--- src/rtl/fixed_block_pool_allocator_core_defines.svh ---
// Assertion macros shared by the block pool allocator RTL.
`ifndef FIXED_BLOCK_POOL_ALLOCATOR_CORE_DEFINES_SVH
`define FIXED_BLOCK_POOL_ALLOCATOR_CORE_DEFINES_SVH

// Check that a condition implies a property in the same cycle.
`define FBPA_ASSERT_SAME(label, clk, rst, cond, prop) \
   label: assert property (@(posedge clk) disable iff (rst) (cond) |-> (prop)) \
      else $error("fbpa: same-cycle check failed");

// Check that a condition implies a property in the following cycle.
`define FBPA_ASSERT_NEXT(label, clk, rst, cond, prop) \
   label: assert property (@(posedge clk) disable iff (rst) (cond) |=> (prop)) \
      else $error("fbpa: next-cycle check failed");

`endif

--- src/rtl/fbpa_pkg.sv ---
// Types, widths and codes of the fixed block pool allocator.
package fbpa_pkg;

   // Pool geometry
   localparam int POOL_BLOCKS = 1024;
   localparam int IDX_W       = (POOL_BLOCKS > 1) ? $clog2(POOL_BLOCKS) : 1;
   localparam int LINK_W      = IDX_W + 1;
   localparam int ENTRY_W     = LINK_W + 1;

   // Field widths
   localparam int ADDR_W      = 32;
   localparam int SIZE_W      = 17;
   localparam int COUNT_W     = 11;
   localparam int STATUS_W    = 3;
   localparam int CSR_IDX_W   = 2;
   localparam int TOTAL_W     = COUNT_W + SIZE_W;
   localparam int PROD_W      = IDX_W + SIZE_W;

   // Divider sizing
   localparam int DIV_STEPS   = ADDR_W;
   localparam int DIV_CNT_W   = $clog2(DIV_STEPS + 1);

   // End-of-list marker: top link bit set
   localparam logic [LINK_W-1:0] LINK_NONE = {1'b1, {IDX_W{1'b0}}};

   // Reset values of the registers
   localparam logic [ADDR_W-1:0]  POOL_BASE_RESET   = ADDR_W'(65536);
   localparam logic [SIZE_W-1:0]  BLOCK_SIZE_RESET  = SIZE_W'(16);
   localparam logic [COUNT_W-1:0] BLOCK_COUNT_RESET = COUNT_W'(1024);

   // Register indexes
   localparam logic [CSR_IDX_W-1:0] CSR_POOL_BASE   = 2'd0;
   localparam logic [CSR_IDX_W-1:0] CSR_BLOCK_SIZE  = 2'd1;
   localparam logic [CSR_IDX_W-1:0] CSR_BLOCK_COUNT = 2'd2;

   // Request kinds
   localparam logic OP_ALLOC = 1'b0;
   localparam logic OP_FREE  = 1'b1;

   // Status codes
   localparam logic [STATUS_W-1:0] STATUS_OK     = 3'd0;
   localparam logic [STATUS_W-1:0] STATUS_EMPTY  = 3'd1;
   localparam logic [STATUS_W-1:0] STATUS_NULL   = 3'd2;
   localparam logic [STATUS_W-1:0] STATUS_BAD    = 3'd3;
   localparam logic [STATUS_W-1:0] STATUS_DOUBLE = 3'd4;

   // Sequencer states
   typedef enum logic [2:0] {
      FSM_SWEEP,
      FSM_IDLE,
      FSM_ALLOC,
      FSM_FREE_CHK,
      FSM_FREE_DIV,
      FSM_FREE_UPD
   } fbpa_state_type;

   // Divider result
   typedef struct packed {
      logic              done;
      logic [ADDR_W-1:0] quotient;
      logic [SIZE_W-1:0] remainder;
   } div_result_type;

endpackage

--- src/rtl/fbpa_divider.sv ---
// Restoring divider for the free path: one quotient bit per cycle.
module fbpa_divider import fbpa_pkg::*; (
   input  logic              clock,
   input  logic              reset,
   input  logic              start,
   input  logic [ADDR_W-1:0] dividend,
   input  logic [SIZE_W-1:0] divisor,
   output div_result_type    result
);

   logic [DIV_CNT_W-1:0] count_ff, count_in;
   logic [ADDR_W-1:0]    quo_ff, quo_in;
   logic [SIZE_W-1:0]    rem_ff, rem_in;
   logic [SIZE_W-1:0]    div_ff;
   logic                 done_ff, done_in;
   logic [SIZE_W:0]      shifted;

   // Shift in the next dividend bit and try to subtract
   assign shifted = {rem_ff, quo_ff[ADDR_W-1]};

   always_comb begin
      count_in = count_ff;
      quo_in   = quo_ff;
      rem_in   = rem_ff;
      done_in  = 1'b0;
      if (start) begin
         count_in = DIV_CNT_W'(DIV_STEPS);
         quo_in   = dividend;
         rem_in   = '0;
      end else if (count_ff != '0) begin
         count_in = count_ff - 1'b1;
         done_in  = (count_ff == DIV_CNT_W'(1));
         if (shifted >= {1'b0, div_ff}) begin
            rem_in = SIZE_W'(shifted - {1'b0, div_ff});
            quo_in = {quo_ff[ADDR_W-2:0], 1'b1};
         end else begin
            rem_in = shifted[SIZE_W-1:0];
            quo_in = {quo_ff[ADDR_W-2:0], 1'b0};
         end
      end
   end

   // Control state
   always_ff @(posedge clock) begin
      if (reset) begin
         count_ff <= '0;
         done_ff  <= 1'b0;
      end else begin
         count_ff <= count_in;
         done_ff  <= done_in;
      end
   end

   // Datapath, no reset needed
   always_ff @(posedge clock) begin
      quo_ff <= quo_in;
      rem_ff <= rem_in;
      if (start) begin
         div_ff <= divisor;
      end
   end

   assign result.done      = done_ff;
   assign result.quotient  = quo_ff;
   assign result.remainder = rem_ff;

endmodule

--- config.mk ---
export PLATFORM = sky130hd
export DESIGN_NAME = fbpa_divider
export DESIGN_NICKNAME = d
export VERILOG_FILES = /design/src/rtl/fixed_block_pool_allocator_core_defines.svh /design/src/rtl/fbpa_pkg.sv /design/src/rtl/fbpa_divider.sv
export SDC_FILE = /design/constraint.sdc
export NUM_CORES = 1
export LEC_CHECK = 0
export CAP_MARGIN = 10
export CORE_ASPECT_RATIO = 1.2
export CORE_MARGIN = 2
export CORE_UTILIZATION = 30
export CTS_BUF_LIST = sky130_fd_sc_hd__clkbuf_4
export CTS_CLUSTER_DIAMETER = 100
export DETAILED_ROUTE_END_ITERATION = 16
export DONT_BUFFER_PORTS = 1
export SETUP_SLACK_MARGIN = 0.5
export SLEW_MARGIN = 20
export SYNTH_ARGS = -nofsm -noshare
export SYNTH_HDL_FRONTEND = slang
export SYNTH_SLANG_ARGS = --single-unit
--- constraint.sdc ---
create_clock -name clock -period 3.85 [get_ports clock]
set_clock_uncertainty 0.2 [all_clocks]
set_input_delay 0.385 -clock clock [delete_from_list [all_inputs] [get_ports clock]]
set_output_delay 0.385 -clock clock [all_outputs]
set_load 0.02 [all_outputs]
* Word level (Yosys, flattened, before mapping) *
Index checks and enable logic that the tools add are counted.

word-level totals
  input bits = 52
  register bits = 73
  word-level logic and storage cells = 21

cells by class
  muxes and demuxes = 6
  bitwise gates (word level) = 1
  reductions and logical operators = 4
  equal/unequal tests = 1
  $add $sub $neg = 2
  magnitude comparators = 1

operators by type and width
  cell                   count
  $mux W32               2
  $ge A18 B17 Y1         1
  $mux W17               1
  $sub A17 B17 Y17       1
  $mux W6                2
  $eq A6 B1 Y1 const B   1
  $reduce_bool A6 Y1     1
  $sub A6 B1 Y6 const B  1
  $reduce_or A3 Y1       1
  $reduce_bool A2 Y1     1
  $reduce_or A2 Y1       1
  $mux W1                1
  $not A1 Y1             1

* Depth between registers and ports, before layout *
  depth after elaboration = 4
  depth in mapped cells = 12
  gate-level depth less buffers = 10

* Least setup slack after synthesis *
No wires, ideal clock.

  path type = register to register
  from = register quo_ff[31]
  to = register rem_ff[0]
  arrival time = 2.690 ns
  library setup time = 0.086 ns
  cell stages (with the launch flop) = 12
  path slack = 0.875 ns
  path buffers = 1
  cells stage by stage = edfxtp_1 > inv_1 > ha_1 > inv_1 > fa_1 > a21o_1 > a221oi_1 > nand4bb_1 > and3_1 > buf_6 > mux2_2 > a211oi_1

on the way
  cells in the longest elaborated chain, start to end = 2

ends and longest elaborated chain
  what                                                line                                    source
  start: declaration                                  fbpa_divider.sv:12                      logic [ADDR_W-1:0] quo_ff, quo_in;
  start signal: assignment                            fbpa_divider.sv:56                      quo_ff <= quo_in;
  $sub A17 B17 Y17 or $ge A18 B17 Y1 (tied branches)  fbpa_divider.sv:34, fbpa_divider.sv:33
  $mux W17 *                                          fbpa_divider.sv:33                      if (shifted >= {1'b0, div_ff}) begin
  end signal: assignment                              fbpa_divider.sv:57                      rem_ff <= rem_in;
  end: declaration                                    fbpa_divider.sv:13                      logic [SIZE_W-1:0] rem_ff, rem_in;

Mark *: on every way between the ends. The rest lies on a longest branch, timed or not.
A chain may end at the register's enable or synchronous reset.

* Worst setup path after layout *
Same ends and word-level chain as after synthesis.

==> results.txt <==
RSZ-0062 raised after global routing -> false
max-cap check violation count -> 0
Primary FF master, synth -> edfxtp_1
clk buf depth -> 2
total number of vias -> 2870
pwr/cell area -> 721 nW/um^2
post-route cell area -> 4790 sq um
post-CTS setup buffer count -> 0
clk_lat worst skew -> 0.44 ns
pins over their slew limit -> 0
max frequency -> 315 MHz
part of the Yosys area used for sequential elements -> 50.1%
Worst R2R Setup Slack -> 0.67 ns
synth-to-layout area growth -> 23.1%
crit path DAT -> 3.33 ns
post-DP HPWL -> 6.72 mm
post-placement setup slack -> 0.517 ns
DP Area -> 4060 sq um
GRT Overall Usage -> 14.1%
Hold Startpoint -> start
EDFF count, synth -> 49
Die ar. -> 13900 sq um
crit share post-route -> 82.6%
met3 WL -> 531 um
first-pass GRT wire length -> 14.9 mm
worst vdd ir -> 0.244 mV
Worst Max-Slew Pin Slew -> 0.917 ns
uppermost layer routed -> met4
remaining antenna violation count after routing -> 0
crit path capture type -> register
TNS Setup -> 0 ns
Final Wtd Congestion -> 0.824
Filler cells -> 1251
worst r2r dst -> rem_ff[0]
post-synth cell types -> 56
Final Hold Fails -> 0
tightest hold margin -> 0.0457 ns
mapped cell area -> 3890 sq um
core area -> 12700 sq um
Ys Warns -> 0
Net Switching -> 1.48 mW
Ports -> 102
Remaining DRCs -> 0
GRT Residual Overflow -> 0
root buffer cell -> clkbuf_4
Critical Path Source Type -> register
DIE WIDTH -> 108 um
Clk pwr share -> 17.6%
Logic pwr share -> 37.7%
clk slew on worst S/H paths -> 0.12 ns
largest net degree at the start of global routing -> 57
Max FO, Critical Path -> 8
Avg Cell Area, Syn -> 11.2 sq um
outcome -> complete, no violations
Sw Share -> 42.7%
Async SR Flop Fraction -> 0%
cell depth of the worst flop-to-flop path -> 10
Sequential Power Share -> 44.7%
fin crit period -> 3.18 ns
multi-input logic area -> 1800 sq um
Met2 Wirelength -> 5.12 mm
most common cell after layout, fill and taps aside -> dlygate4sd3_1
Worst Hold Class -> in -> reg
Yosys reg bits -> 73
Pint -> 1.98 mW
Pre-antenna DRT Iters -> 6
LEAKAGE -> 1.82 nW
die height -> 129 um
Mapped Nets -> 419
CTS tree -> done
Worst Hold Depth -> 3
Avg Vias per Cell -> 5.04
initial antenna violation count -> 1
Layout Utilization -> 37.8%
Register Area -> 1950 sq um
Sink Count -> 73
number of global-route vias before repair -> 2899
Port Buffer Count -> 0
cell count after synthesis -> 347
Crit Path Class -> reg -> reg
Final WS setup -> 0.671 ns
Worst slew margin -> 38.9%
Post-Route WL -> 9.81 mm
Num CTS Buffers -> 9
Initial Util -> 30.7%
Worst Hold End -> rem_ff[10]
# rows -> 45
Req. time, crit path -> 4.01 ns
Final setup viols -> 0
Starting DRT DRC Count -> 127
H-tree levels -> 3
R2R Path Start -> quo_ff[31]
Routed WL per cell -> 17.2 um
share of cells above drive strength 1 -> 16.3%
M1 WL -> 3.91 mm
layout net count -> 473
most frequent cells in the layout -> 51 x dlygate4sd3_1, 49 x edfxtp_1, 33 x mux2_2
-- per-layer routing --
layer / global-route usage, % / vias up
li1: - / 1399
met1: 15.1 / 1377
met2: 25.0 / 74
met3: 4.61 / 20
met4: 6.56 / 0
met5: 0 / -
-- cell families (layout without fill, tap and decap cells) --
kind of cell    after synthesis  after routing  share of synthesized area [%]
simple gates                 90             90                           11.9
compound gates               74             74                           12.9
flops                        73             73                           50.1
mux                          38             38                           10.8
buf+inv                      37             95                           4.21
fa+ha+maj                    20             20                           6.62
xor+xnor                     15             15                           3.38
other cells                   0              1                              0
-- what timing repair did --
item                       CTS  global route
hold endpoints to repair    78             0
hold buffers                52             0
gates resized for setup      0             3
setup endpoints to repair    0            11
-- state kept, by name (all words and copies together) (netlist names) --
signal and flops:
count_ff 6, div_ff 17, done_ff 1, quo_ff 32
rem_ff 17
-- worst max-delay path by stage --
| stage | start | to | slack (ns) | cells past startpoint |
|---|---|---|---|---|
| after floorplan | quo_ff[31] | rem_ff[0] | 0.87 | 11 |
| after global placement | quo_ff[31] | rem_ff[0] | 0.61 | 10 |
| after global routing | quo_ff[31] | rem_ff[0] | 0.46 | 10 |
| after CTS | quo_ff[31] | rem_ff[0] | 0.51 | 10 |
| final | quo_ff[31] | rem_ff[0] | 0.67 | 10 |
| after detailed placement | quo_ff[31] | rem_ff[0] | 0.52 | 10 |
-- Yosys cell counts, drive strengths merged (2+ instances only) --
cell type | n | area (sq um)
a21o | 2 | 15.0
buf | 7 | 51.3
inv | 23 | 86.3
a311oi | 4 | 41.3
a211oi | 2 | 15.0
a2111oi | 2 | 17.5
a21boi | 3 | 22.5
nor3 | 4 | 20.0
a32oi | 5 | 43.8
or4 | 2 | 18.8
xnor2 | 8 | 70.1
dfxtp | 24 | 480
nor4 | 4 | 31.3
or2 | 2 | 12.5
or3 | 2 | 12.5
nand3 | 5 | 30.0
nor3b | 5 | 42.5
o211ai | 3 | 22.5
o31ai | 4 | 30.0
nor2 | 20 | 75.1
a21oi | 23 | 126
mux2 | 33 | 372
ha | 19 | 238
mux2i | 5 | 50.1
and3 | 4 | 25.0
nand2 | 32 | 125
a41oi | 2 | 17.5
clkbuf | 7 | 26.3
edfxtp | 49 | 1470
nand2b | 3 | 18.8
o21ai | 16 | 80.1
nand4 | 3 | 18.8
o2111ai | 2 | 17.5
xor2 | 7 | 61.3
-- power groups by stage --
stage                     Sequential (mW)  Clock (mW)  Combinational, mW
after floorplan                      1.47           0               1.00
after global placement               1.56           0               1.19
after detailed placement             1.56           0               1.22
after CTS                            1.55       0.625               1.28
after global routing                 1.57       0.659               1.45
final                                1.54       0.608               1.30
-- per-stage QoR --
| step | cells | power, mW |
|---|---|---|
| global route | 570 | 3.68 |
| floorplan | 347 | 2.47 |
| global placement | 502 | 2.75 |
| detailed placement | 502 | 2.78 |
| finish | 570 | 3.45 |
| CTS | 569 | 3.45 |
-- worst max-delay path: stages, from the launching register on --
cell	delay [ns]
edfxtp_1	0.54
inv_1	0.14
ha_1	0.17
inv_1	0.05
fa_1	0.39
a21o_1	0.23
a221oi_4	0.29
nand4bb_1	0.19
and3_2	0.29
mux2_2	0.36
a211oi_1	0.24
-- final cells by class --
type	instances	share of cell area, %
Clock inverter	6	2.25
Multi-Input combinational cell	237	37.5
Tap cell	164	4.28
Inverter	23	1.80
Sequential cell	73	40.7
Clock buffer	9	1.41
Antenna cell	1	0.0522
Timing Repair Buffer	57	12.0
(Power assumes the default switching activity.)
